<file path="config.mk">
export PLATFORM = sky130hd
export DESIGN_NAME = mma_ctrl
export DESIGN_NICKNAME = d
export VERILOG_FILES = /design/src/hw/rtl/mma_pkg.sv /design/src/hw/rtl/mma_ctrl.sv
export SDC_FILE = /design/constraint.sdc
export NUM_CORES = 1
export LEC_CHECK = 0
export BUFFER_PORTS_ARGS = -buffer_cell sky130_fd_sc_hd__buf_2
export CAP_MARGIN = 20
export CORE_AREA = 2 2 39 41
export CTS_BUF_LIST = sky130_fd_sc_hd__clkbuf_2
export DETAILED_ROUTE_END_ITERATION = 8
export DIE_AREA = 0 0 41 43
export PLACE_DENSITY = 0.57
export SYNTH_ARGS = -nofsm -noshare
export SYNTH_HDL_FRONTEND = slang
export SYNTH_SLANG_ARGS = --single-unit
</file>
<file path="constraint.sdc">
create_clock -name clk -period 1.35 [get_ports clk]
set_input_delay 0.0675 -clock clk [delete_from_list [all_inputs] [get_ports clk]]
set_output_delay 0.0675 -clock clk [all_outputs]
set_load 0.01 [all_outputs]
</file>
<file path="src/hw/rtl/mma_pkg.sv">
// Package for the multichannel moving average: sizes, widths and the
// command and status structs between controller and datapath.
// Depends on nothing; every other file but mma_ram refers to it.
package mma_pkg;

  // Window length and number of channels.
  localparam int WINDOW   = 128;
  localparam int CHANNELS = 32;

  // Field widths of the transactions.
  localparam int CHAN_W   = 5;
  localparam int SAMPLE_W = 16;

  // Derived widths of the per-channel state.
  localparam int CH_IDX_W   = (CHANNELS > 1) ? $clog2(CHANNELS) : 1;
  localparam int PTR_W      = (WINDOW > 1) ? $clog2(WINDOW) : 1;
  localparam int CNT_W      = $clog2(WINDOW + 1);
  localparam int SUM_W      = SAMPLE_W + PTR_W;
  localparam int HIST_DEPTH = CHANNELS * WINDOW;
  localparam int HIST_AW    = $clog2(HIST_DEPTH);
  localparam int STEP_W     = $clog2(SUM_W + 1);

  // Function codes of an input transaction.
  localparam logic FUNC_ADD   = 1'b0;
  localparam logic FUNC_CLEAR = 1'b1;

  // Commands from the controller to the datapath.
  typedef struct packed {
    logic accept;    // an input transaction is taken this cycle
    logic read;      // read the oldest history slot
    logic update;    // fold in the sample, write history, start the divide
    logic div_step;  // one restoring divide step
    logic out_load;  // move the quotient into the output register
  } mma_cmd_t;

  // Status from the datapath to the controller.
  typedef struct packed {
    logic add_item;  // the offered transaction is an add to a valid channel
    logic out_free;  // the output register can take a new result
  } mma_status_t;

endpackage

</file>
<file path="src/hw/rtl/mma_ctrl.sv">
// Controller of the moving average: sequences read, update, divide and output.
// Depends on mma_pkg for the command and status structs.
module mma_ctrl (
  input  logic                 clk,
  input  logic                 rst,
  input  logic                 in_valid,
  output logic                 in_ready,
  input  mma_pkg::mma_status_t st,
  output mma_pkg::mma_cmd_t    cmd
);
  import mma_pkg::*;

  typedef enum logic [2:0] {
    S_IDLE,
    S_READ,
    S_UPDATE,
    S_DIVIDE,
    S_DONE
  } state_t;

  state_t              state;
  logic [STEP_W-1:0]   step;

  // Commands decode from the current state, gated by in_valid and out_free.
  always_comb begin
    cmd          = '0;
    in_ready     = (state == S_IDLE);
    cmd.accept   = (state == S_IDLE) && in_valid;
    cmd.read     = (state == S_READ);
    cmd.update   = (state == S_UPDATE);
    cmd.div_step = (state == S_DIVIDE);
    cmd.out_load = (state == S_DONE) && st.out_free;
  end

  // State register and divide step counter.
  always_ff @(posedge clk) begin
    if (rst) begin
      state <= S_IDLE;
      step  <= '0;
    end else begin
      case (state)
        S_IDLE: begin
          if (in_valid && st.add_item) begin
            state <= S_READ;
          end
        end
        S_READ: begin
          state <= S_UPDATE;
        end
        S_UPDATE: begin
          step  <= '0;
          state <= S_DIVIDE;
        end
        S_DIVIDE: begin
          step <= step + 1'b1;
          if (step == STEP_W'(SUM_W - 1)) begin
            state <= S_DONE;
          end
        end
        S_DONE: begin
          if (st.out_free) begin
            state <= S_IDLE;
          end
        end
        default: begin
          state <= S_IDLE;
        end
      endcase
    end
  end

endmodule

</file>
# Word-level counts from Yosys, hierarchy flattened
# Index checks and enable logic that the tools add are counted.
[word_totals] reg_bits=8 out_inout_bits=6 wordCells=22 in_bits=5
[classes] mux=5 n_reduce_logical=6 n_addsub=1 eq_ne=8
[ops] cell="3-bit case mux with 5 select lines" n=1
[ops] cell="5-bit case mux with 2 select lines" n=1
[ops] cell="3-bit two-way mux" n=3
[ops] cell="3-bit by 2-bit equality test with 1-bit output, second input constant" n=2
[ops] cell="5-bit by 1-bit adder with 5-bit output, second input constant" n=1
[ops] cell="5-bit equality test, second input constant" n=1
[ops] cell="2-bit by 1-bit != test with 1-bit output, second input constant" n=2
[ops] cell="3-bit by 1-bit equality test with 1-bit output, second input constant" n=1
[ops] cell="3-bit equality test, second input constant" n=1
[ops] cell="1-bit logical AND" n=3
[ops] cell="3-bit zero test" n=1
[ops] cell="3-bit AND reduction" n=1
[ops] cell="2-bit != test, second input constant" n=1
[ops] cell="2-bit nonzero test" n=1

# Longest topological paths before layout
# Gate-level depths: netlist of run 1.
[logic_depth] depth_word=3 ltp_mapped=5 depth_no_buf=5

# Least setup slack after synthesis of run 1
# Ideal clock, no wire load.
[synth_path] kind="flip-flop to output port" startpoint="reg state[1]" endpoint="out cmd[4] (netlist name)" n_path_buf=1 required_time_ps=1283 path_slack_ps=202 path_stages_with_launch=4 t_arrival_ps=1081 cell_sequence="dfxtp_1 -> buf_6 -> nor3_1 -> and2_1"
[synth_lines] item="start: declaration" line_no="mma_ctrl.sv:21" rtl="state_t state;"
[synth_lines] item="start signal: assignment" line_no="mma_ctrl.sv:38" rtl="state <= S_IDLE;"
[synth_lines] item="start signal: assignment" line_no="mma_ctrl.sv:44" rtl="state <= S_READ;"
[synth_lines] item="start signal: assignment" line_no="mma_ctrl.sv:48" rtl="state <= S_UPDATE;"
[synth_lines] item="end: declaration" line_no="mma_ctrl.sv:9" rtl="output mma_pkg::mma_cmd_t cmd"

==> run summary, run 1 <==
The flow ran to the end, and the final reports show no timing, DRC or antenna violations. The clock buffer count from CTS came out at 3. For the count of TritonRoute iterations in the first routing pass, the log shows 4. The non-filler instance count after layout was 81. Share of the clock period used by the worst path after layout: 0.928. The first global-routing pass estimated 1470 um of wire. The tools report the final instance area as 533 um2. Post-synthesis async set-or-reset flop share: 0. In this run, synthesis inferred 0 flip-flops with an integrated enable. For this run, the top clock speed supported by timing is 0.798 GHz. The most used flip-flop cell after synthesis is sky130_fd_sc_hd__dfxtp_1. Gate count of the mapped netlist: 54. By area the synthesized netlist is led by sky130_fd_sc_hd__dfxtp_1, sky130_fd_sc_hd__a21oi_1, sky130_fd_sc_hd__ha_1. The max-slew headroom at the worst pin was 0.823; the number of warnings reported in the yosys synthesis log was 0.

The signal on the critical path passes through and2b_2 > and2_1 > buf_2. The cell accounting for the most synthesized area is sky130_fd_sc_hd__dfxtp_1. Across the run, the number of max-cap violations was 0. The number of hold buffers added after cts was 0.

The via count of the first global-routing pass came out at 353. The post-CTS clock slew at the launch and capture registers of the worst setup and hold paths was 0.08 ns; the area growth from synthesis to final layout was 15.4%. STA classifies the critical path endpoint as an output port. The placed standard-cell area is 509 um2. The layout cell share with drive strength beyond 1 works out to 0.308. The worst setup path is launched from a flop.

The run gives 0 ns as the final setup TNS. The later pin in the worst-skew pair is clocked with a latency of 0.23 ns. For the worst setup path, the data required time is 1.28 ns.

The detailed router placed 412 vias in this run. Dividing the detail-routed wire length by the instance count gives 10.8 um. For this run, the post-layout net count is 74.

Share of synthesized area occupied by flip-flops and latches: 0.347. The die span in y is 43 um. The slowest stage of the critical path is the sky130_fd_sc_hd__dfxtp_2 cell. Clock tree synthesis selected as its root buffer the cell sky130_fd_sc_hd__clkbuf_2. The logs give 11 for the number of top-level pins and 0 for the aggregate global routing overflow. The tools report the final RePlAce weighted congestion as 0.723.

The critical path in this run is classified as reg -> out. Of all nets on the critical path, the largest fanout is 8. Dividing the detail-routed via count by the number of cells gives 5.09. The number of antenna violations at the first check in global routing is 0.

The clock net in this run drives a total of 8 sinks. In this run the tool buffered the top-level ports with 10 buffer cells. In this run the remaining antenna-violating nets after routing total 0.

The total DRC errors in the routed layout was 0; the max-slew violation total from the final report was 0. The core area was 1380 um2. The number of diodes was 0; the final setup skew was 0.00268 ns. The run gives 875 um as the sum of routed wire length over all layers. The maximum vdd ir drop was 899 uV; the initial detailed-routing violation count was 3. On the worst path, the slowest cell contributes a delay of 0.40 ns.

The number of nets in the synthesized netlist is 61. In this run the deepest clock path goes through 2 buffers. The tools report the level count of the clock H-tree as 1. Setup repair after global routing left no endpoint under its margin.

The power density normalized to cell area was 1550 nW/um2; the flip-flop and latch count after synthesis was 8. The netlist uses 25 different library cells. Setup violations remaining at the end of the flow were counted as 0.

The HPWL after detailed placement came out at 653 um. The smallest clock period supported by the final layout is computed as 1.25 ns. Overall power after layout: 0.000828 W. The width of the die came out at 41 um.

The run gives 0.126 as the total global-route track usage. The tools report the hold violation total from the final report as 0. The portion of synthesized cell area occupied by the leading cell type is 0.347, and the transition at the pin with the smallest max-transition slack is 0.265 ns.

The tools report the summed instance area of the synthesized netlist as 462 um2. The tools report the largest net degree at the start of global routing as 16. Data arrives at the worst endpoint at 1.19 ns.

TritonCTS built the clock tree. The worst hold path belongs to the class in -> reg. The logs give 0.334 for the starting density of the core and 0.243 nW for the cell leakage power. Counting tap cells, the placed design contains a total of 78 instances. The average cell area after synthesis works out to 8.55 um2. The die covers 1760 um2. After floorplanning, the core was divided into 14 placement rows.
==> logic make-up after synthesis <==
| logic type | share of synthesized area |
|---|---|
| and+or+nand+nor | 0.347 |
| AOI/OAI and AO/OA | 0.187 |
| DFF | 0.347 |
| buffers and inverters | 0.0650 |
| adders and majority gates | 0.0542 |
==> synthesized netlist by cell type, types with 2 or more instances <==
library cell,n
sky130_fd_sc_hd__dfxtp_1,8
sky130_fd_sc_hd__nand2_1,6
sky130_fd_sc_hd__a21oi_1,5
sky130_fd_sc_hd__o21ai_0,5
sky130_fd_sc_hd__nor2_1,3
sky130_fd_sc_hd__and2_1,2
sky130_fd_sc_hd__buf_6,2
sky130_fd_sc_hd__ha_1,2
sky130_fd_sc_hd__inv_1,2
sky130_fd_sc_hd__nand3_1,2
sky130_fd_sc_hd__nor3_1,2
sky130_fd_sc_hd__or3_1,2
==> final timing paths <==
kind / start / end / slack [ns] / cells after the start
worst max-delay path: state[2] / cmd[1] / 0.1 / 3
worst min-delay path: rst / state[2] / 0.08 / 2
worst max register to register: step[0] / state[2] / 0.12 / 5
worst min register to register: step[4] / step[4] / 0.49 / 2
==> what timing repair did <==
item                                    4_1_cts  5_1_grt
setup buffers                                 0        0
endpoints found under the setup margin        1        4
cloned                                        0        0
endpoints found under the hold margin         0        0
resized for setup                             2        2
==> routing by layer <==
metal,wire [um],vias to the layer above,track usage
li1,-,222,-
met1,459,184,0.170
met2,378,4,0.163
met3,21,2,0.0314
met4,15,0,0.100
met5,0,-,0
==> final cells by class <==
type | count | area, um2
Fill cell | 148 | 851
Multi-Input combinational cell | 42 | 277
Timing Repair Buffer | 10 | 50.0
Clock buffer | 3 | 15.0
Inverter | 2 | 7.51
Tap cell | 16 | 20.0
Sequential cell | 8 | 164
==> worst max-delay path: cells and delay by family, from the launching register on <==
| family | cells | cell delay [ns] |
|---|---|---|
| AND/OR/NAND/NOR | 2 | 0.43 |
| flip-flops | 1 | 0.40 |
| buffers and inverters | 1 | 0.13 |
==> registers in the layout (all words and copies together), names as in the netlist <==
name	count
state	3
step	5
==> stage by stage <==
stage           util  setup WS, ns  hold WS [ns]
6_report       0.385        0.0969        0.0820
4_1_cts        0.383       0.00163        0.0695
2_1_floorplan      -         0.202         0.134
3_3_place_gp   0.368         0.113         0.331
5_1_grt        0.385       0.00596        0.0596
3_5_place_dp   0.368         0.122         0.336
==> cells in the final DEF, fill, tap and decap left out, types with 2 or more instances in the layout <==
master | Yosys | layout
sky130_fd_sc_hd__ha_1 | 2 | 2
sky130_fd_sc_hd__or3_1 | 2 | 2
sky130_fd_sc_hd__dfxtp_2 | 0 | 3
sky130_fd_sc_hd__o21ai_0 | 5 | 5
sky130_fd_sc_hd__clkbuf_2 | 0 | 3
sky130_fd_sc_hd__nand2_1 | 6 | 6
sky130_fd_sc_hd__dfxtp_1 | 8 | 5
sky130_fd_sc_hd__and2_1 | 2 | 2
sky130_fd_sc_hd__nand3_1 | 2 | 2
sky130_fd_sc_hd__inv_1 | 2 | 2
sky130_fd_sc_hd__buf_2 | 0 | 10
sky130_fd_sc_hd__a21oi_1 | 5 | 5
sky130_fd_sc_hd__nor2_1 | 3 | 3
==> report_power, final <==
| part | internal, W | total [W] | switching [W] |
|---|---|---|---|
| Clock | 0.0000607 | 0.000139 | 0.0000782 |
| Sequential | 0.000281 | 0.000380 | 0.0000989 |
| Combinational | 0.000152 | 0.000310 | 0.000158 |
| Total | 0.000493 | 0.000828 | 0.000335 |
No activity file was read; power rests on OpenSTA's default activity.
==> run 2: changes to the inputs <==
==> constraint.sdc (replaced) <==
create_clock -name clk -period 1.3 [get_ports clk]
set_input_delay 0.065 -clock clk [delete_from_list [all_inputs] [get_ports clk]]
set_output_delay 0.065 -clock clk [all_outputs]
set_load 0.01 [all_outputs]
==> run summary, run 2 (synthesis gave the netlist of run 1 again) <==
The level count of the clock H-tree was 1. The count of TritonRoute iterations in the first routing pass came out at 2. The tool flagged a number of max-cap violations equal to 0. The proportion of total power due to net switching works out to 0.403. Clock power share: 0.167.

From synthesis to final layout, the design area changed by 17.6%. The routed length per instance was 10.7 um. Setup violations remaining at the end of the flow were counted as 0. Across the VDD grid, the largest voltage drop is 960 uV. In this run the standard cell core region covers 1380 um2. In this run the worst path has a maximum fanout of 8. Internal power comes to 0.000518 W.

The overall power after layout was 0.000868 W. The tightest min-delay check is of the in -> reg type. Clock-pin slew was measured on the worst setup and hold paths at 0.08 ns.

The cell count of the worst reg-to-reg path was 5; the count of standard-cell rows was 14. The layout cell share with drive strength beyond 1 works out to 0.354. The die span in y works out to 43 um.

The number of antenna diodes in the final layout is 0. In this run the remaining antenna-violating nets after routing total 0. Clock latency on the worst-skew pair, taken at its later pin, is 0.23 ns. The tools report the final worst hold slack as 0.0740 ns. The die outline area was 1760 um2; the sequential fraction of design power was 0.460. The first global-routing pass estimated 1470 um of wire. The placed instances occupy a cell area of 509 um2. Timing would allow up to 0.812 GHz. The logs give 353 for the via count of the first global-routing pass and 0.373 for the proportion of power drawn by combinational gates. Across all setup checks in the final design, the least slack found is 0.0686 ns. The required arrival time at the worst endpoint is 1.24 ns.

In this run the power spent charging and discharging nets is 0.000350 W. For the hold violation total from the final report, the log shows 0. After the last flow step, the layout net total stands at 74.

The largest individual stage delay along the critical path comes from the cell sky130_fd_sc_hd__dfxtp_4. The run gives 0.00318 ns as the final setup skew. The logs give 0 for the buffers inserted during post-CTS setup optimization and 0.244 nW for the cell leakage power. Leaving out fill and tap cells, the most frequent cells in the layout are sky130_fd_sc_hd__buf_2, sky130_fd_sc_hd__nand2_1, sky130_fd_sc_hd__o21ai_0, sky130_fd_sc_hd__a21oi_1, sky130_fd_sc_hd__dfxtp_1.

The max-slew violation total from the final report was 0. STA classifies the critical path startpoint as a flop. Measured along the x axis, the die boundary spans 41 um.

HPWL after detailed placement: 653 um. The worst register-to-register path ends at state[2]. The run finished with clean final reports.

The clock period could shrink to 1.23 ns. Prior to clock tree synthesis, the placed netlist has a worst setup slack of 0.0716 ns. Buffer levels on the longest clock path: 2.

In this run, the number of DRC markers left after iteration 0 of detailed routing was 3. The max-slew headroom at the worst pin is 0.822. The via count was 414; the total global-route track usage was 0.126. The path type of the worst setup path was reg -> out. Data arrives at the worst endpoint at 1.17 ns. Largest net degree at the start of global routing: 16.

In this run the power density over the cells is 1600 nW/um2. The starting density of the core came out at 0.334. The run gives 863 um as the sum of routed wire length over all layers. Counting flops per register, the top entry is step.

Traced cell by cell, the critical path runs through and2b_2 > and2_1 > buf_2. The clock buffer count from CTS is 3, and the critical path's largest stage delay is 0.39 ns. STA classifies the critical path endpoint as an output port.

Setup repair after global routing could not meet its margin everywhere. The number of flip-flops in the largest register is 5. Most common cell after layout, fill and taps aside: sky130_fd_sc_hd__buf_2. For flop-to-flop paths, the worst setup slack is 0.09 ns. The TritonCTS sink count is 8.

For this run, design rule violations remaining after detail routing come to 0. The most critical setup path has its startpoint at state[2]. For this design the top-level I/O count stands at 11.

The run gives 0 as the number of hold buffers added after cts. For the pin with the worst max-slew slack, the measured transition is 0.265 ns. Once layout is done, the placed cells without fillers occupy 543 um2.

The count of buffers added on input and output ports is 10. The tools report the cell at the root of the clock tree as sky130_fd_sc_hd__clkbuf_2. The tools report the termination of the worst setup path as cmd[1].

The share of the clock period used by the worst path after layout is 0.947. The number of antenna violations at the first check in global routing came out at 0. The largest registers in the layout are step (5), state (3). Using the TritonRoute via totals, the vias-per-cell ratio works out to 5.11. TritonCTS built the clock tree.

For the aggregate global routing overflow, the log shows 0. Routability-driven placement finished with a final weighted congestion of 0.723. Startpoint of the most critical register-to-register path: step[0].
run 2: cell types whose count changed in the layout (fill, tap and decap cells not counted):
| cell | change |
|---|---|
| sky130_fd_sc_hd__and4b_1 | -1 |
| sky130_fd_sc_hd__and4b_2 | +1 |
| sky130_fd_sc_hd__dfxtp_1 | -1 |
| sky130_fd_sc_hd__dfxtp_4 | +1 |
| sky130_fd_sc_hd__nand3_1 | -1 |
| sky130_fd_sc_hd__nand3_2 | +1 |
run 2: critical path, delay by kind of cell, from the launching register on:
family / cells / cell delay [ns]
AND/OR/NAND/NOR: 2 / 0.42
flip-flops: 1 / 0.39
buffers and inverters: 1 / 0.13
run 2: power groups by stage:
stage | Combinational, W | Sequential (W) | Clock, W
finish | 0.000323 | 0.000399 | 0.000145
global route | 0.000358 | 0.000414 | 0.000169
CTS | 0.000324 | 0.000392 | 0.000154
detailed placement | 0.000317 | 0.000384 | 0
global placement | 0.000316 | 0.000382 | 0
floorplan | 0.000306 | 0.000325 | 0
run 2: timing repair:
item	CTS	global route
setup endpoints to repair	2	2
endpoints found under the hold margin	0	0
resized for setup	4	4
run 2: routing by layer:
metal	wire length, um	GRT usage
met1	447	0.170
met2	379	0.163
met3	21	0.0314
met4	15	0.100
met5	0	0
run 2: cell type report:
cell class / count / area, um2
Clock buffer: 3 / 15.0
Fill cell: 149 / 841
Inverter: 2 / 7.51
Multi-Input combinational cell: 42 / 283
Sequential cell: 8 / 168
Tap cell: 16 / 20.0
Timing Repair Buffer: 10 / 50.0
run 2: how the worst min path moves through the flow:
stage                     start        to  slack [ns]  cells past startpoint
after global placement      rst  state[2]        0.33                      2
after CTS                   rst  state[2]        0.06                      2
final                       rst  state[2]        0.07                      2
after global routing        rst  state[2]        0.05                      2
after floorplan             rst  state[2]        0.13                      1
after detailed placement    rst  state[2]        0.33                      2
run 2: through the flow:
step | std cells | util | setup TNS (ns)
6_report | 81 | 0.392 | 0
5_1_grt | 81 | 0.392 | -0.00457
3_3_place_gp | 78 | 0.368 | 0
4_1_cts | 81 | 0.385 | 0
2_1_floorplan | 54 | - | 0
3_5_place_dp | 78 | 0.368 | 0
==> run 3: changes to the inputs <==
==> config.mk (replaced) <==
export PLATFORM = sky130hd
export DESIGN_NAME = mma_ctrl
export DESIGN_NICKNAME = d
export VERILOG_FILES = /design/src/hw/rtl/mma_pkg.sv /design/src/hw/rtl/mma_ctrl.sv
export SDC_FILE = /design/constraint.sdc
export NUM_CORES = 1
export LEC_CHECK = 0
export BUFFER_PORTS_ARGS = -buffer_cell sky130_fd_sc_hd__clkbuf_2
export CAP_MARGIN = 20
export CELL_PAD_IN_SITES_DETAIL_PLACEMENT = 0
export CELL_PAD_IN_SITES_GLOBAL_PLACEMENT = 2
export CORE_MARGIN = 1
export CORE_UTILIZATION = 30
export CTS_BUF_LIST = sky130_fd_sc_hd__clkbuf_2
export DETAILED_ROUTE_END_ITERATION = 8
export MAX_ROUTING_LAYER = met4
export PLACE_DENSITY = 0.78
export SYNTH_ARGS = -nofsm -noshare
export SYNTH_HDL_FRONTEND = slang
export SYNTH_SLANG_ARGS = --single-unit
==> run summary, run 3 (synthesis gave the netlist of run 1 again) <==
The flow ran to the end, and the final reports show no timing, DRC or antenna violations. Entering global routing, the biggest net connects 12 pins. The cell count of the worst reg-to-reg path was 5; the core area was 1370 um2. After clock tree synthesis, the flow added hold-fix buffers numbering 0.

The width of the die was 41.2 um; the level count of the clock H-tree was 1. Dividing the detail-routed wire length by the instance count gives 11.2 um. The tools report the switching power total as 0.000377 W. The proportion of total power due to net switching works out to 0.408.

The tools report the final RePlAce weighted congestion as 0.719. Post-layout net count: 75. The largest registers in the layout are step (5), state (3). The footprint of the multi-input gates is 285 um2, and the layout cell share with drive strength beyond 1 is 0.364. Register containing the most flip-flops in the final layout: step. The total global-route track usage is 0.158. The number of antenna violations at the first check in global routing was 0. For this run, design rule violations remaining after detail routing come to 0.

The max-slew headroom at the worst pin came out at 0.816. Measured along the y axis, the die boundary spans 41.2 um. The run gives 0 as the max-slew violation total from the final report.

The routed design has 910 um of wire. For this block, the initial DRC count from the detailed router was 4. Final antenna-violating net count: 0. The worst setup path is of the reg -> out kind. The hold violation total from the final report is 0.

The arrival time of the worst setup path was 1.18 ns. Across all layers, the routed design uses 408 vias. The tools report the number of top-level pins as 11.

The clock passes through at most 2 buffers. For the HPWL after detailed placement, the log shows 679 um. IR analysis of the VDD net gives a maximum drop of 624 uV. The clock power share was 0.167. The tool flagged a number of max-cap violations equal to 0. The buffers inserted during post-CTS setup optimization is 0, and the share of the clock period used by the worst path after layout is 0.956. For the finished layout, the period the worst path requires is 1.24 ns.

Classification of the worst-slack hold path: in -> reg. The endpoint identified for the worst register-to-register timing path is state[2]. The root buffer cell chosen for the clock tree is sky130_fd_sc_hd__clkbuf_2. The final setup TNS is 0 ns.

The slack of the worst reg-to-reg path is 0.12 ns, and the transition at the pin with the smallest max-transition slack is 0.275 ns. The tools report the hold path startpoint as rst. The type of element capturing the critical path is an output port. The tools report the utilization after layout as 0.407. For the placed standard-cell area, the log shows 515 um2. The startpoint identified for the worst register-to-register timing path is step[0]. Counting the fill cells in the layout gives 146. At the later pin of the worst-skew pair, clock insertion delay measures 0.25 ns. After routing the design area is 556 um2. TritonCTS built the clock tree. In the final layout, flip-flops and latches occupy 171 um2.

Counting every sink on the clock net gives 8. The instance count along the most critical hold path was 2; the worst slack at placement was 0.103 ns. The first detailed-routing pass ran for 2 iterations.

The floorplan step defined a die boundary enclosing 1700 um2. The first global-routing pass estimated 1570 um of wire. The run gives 0.000547 W as the design internal power. The number of clock buffers added by TritonCTS is 3. Leaving out fill and tap cells, the most frequent cells in the layout are sky130_fd_sc_hd__clkbuf_2, sky130_fd_sc_hd__nand2_1, sky130_fd_sc_hd__o21ai_0, sky130_fd_sc_hd__a21oi_1.

Setup slack on the critical path of the routed design comes to 0.0566 ns. The area growth from synthesis to final layout was 20.3%; the setup-violating endpoint count in the final report was 0. Post-CTS clock slew at the launch and capture registers of the worst setup and hold paths: 0.08 ns. Count of input and output buffers: 10. The via-per-instance ratio works out to 5.04.

The register with the most flip-flops in the layout has 5 of them. In this run the core area contains 13 standard-cell rows. The repair_antennas step left the layout with diodes totalling 0. For the starting density of the core, the log shows 0.338. The proportion of power drawn by combinational gates was 0.394. The run gives 0.00269 ns as the final setup skew. The startpoint class of the critical path was a flop. Setup repair after global routing left no endpoint under its margin.

The worst hold endpoint is state[2]. For this design the ratio of total power to cell area is 1660 nW/um2. The analysis attributes to cell leakage a power of 0.247 nW. The required arrival time at the worst endpoint is 1.24 ns. The tools report the sequential fraction of design power as 0.439.

The total overflow left after global routing is 0. The maximum fanout along the worst path was 8. The library cell used most frequently in the layout, excluding fill and tap cells, is sky130_fd_sc_hd__clkbuf_2. The run gives 351 as the via count of the first global-routing pass.

Derived from the worst setup path, the maximum achievable clock frequency is 0.804 GHz.
==> run 3: per-layer routing <==
layer  share of wire  GRT usage  vias up
met1            0.50      0.206      175
met3           0.056     0.0815        4
met4           0.025     0.0968        0
met2            0.41      0.184        7
met5               0          -        -
li1                -          -      222
==> run 3: timing repair <==
item / 4_1_cts / 5_1_grt
gates resized for setup: 4 / 6
endpoints found under the setup margin: 4 / 4
pin swaps: 0 / 1
==> run 3: final cells by class <==
cell class	count	share of cell area
clock buffer	3	0.0270
inverter	2	0.0135
multi-input combinational	42	0.514
sequential	8	0.309
tap	15	0.0338
timing repair buffer	11	0.104
==> run 3: how the worst max path moves through the flow <==
stage,startpoint,to,slack [ns],depth (start not counted)
4_1_cts,state[2],cmd[1],0.03,3
6_report,state[2],cmd[1],0.06,3
3_3_place_gp,step[0],state[2],0.08,5
2_1_floorplan,state[1],cmd[4],0.15,3
5_1_grt,state[2],cmd[1],0.001,3
3_5_place_dp,step[0],state[2],0.10,5
==> run 3: stage by stage <==
stage          hold WS (ns)  power [W]  instances
4_1_cts              0.0582   0.000900         81
6_report             0.0592   0.000925         81
2_1_floorplan         0.131   0.000631         54
3_3_place_gp          0.334   0.000732         78
3_5_place_dp          0.333   0.000725         78
5_1_grt              0.0567    0.00100         81
==> run 3: critical path: stages, from the launching register on <==
cell	delay, ns
sky130_fd_sc_hd__dfxtp_4	0.40
sky130_fd_sc_hd__and2b_2	0.26
sky130_fd_sc_hd__and2_1	0.16
sky130_fd_sc_hd__clkbuf_2	0.12
==> run 3: power groups by stage <==
stage	Clock (W)	Sequential, W	Combinational, W
floorplan	0	0.000325	0.000306
global placement	0	0.000377	0.000355
detailed placement	0	0.000377	0.000348
CTS	0.000159	0.000385	0.000356
global route	0.000172	0.000419	0.000411
finish	0.000154	0.000406	0.000365
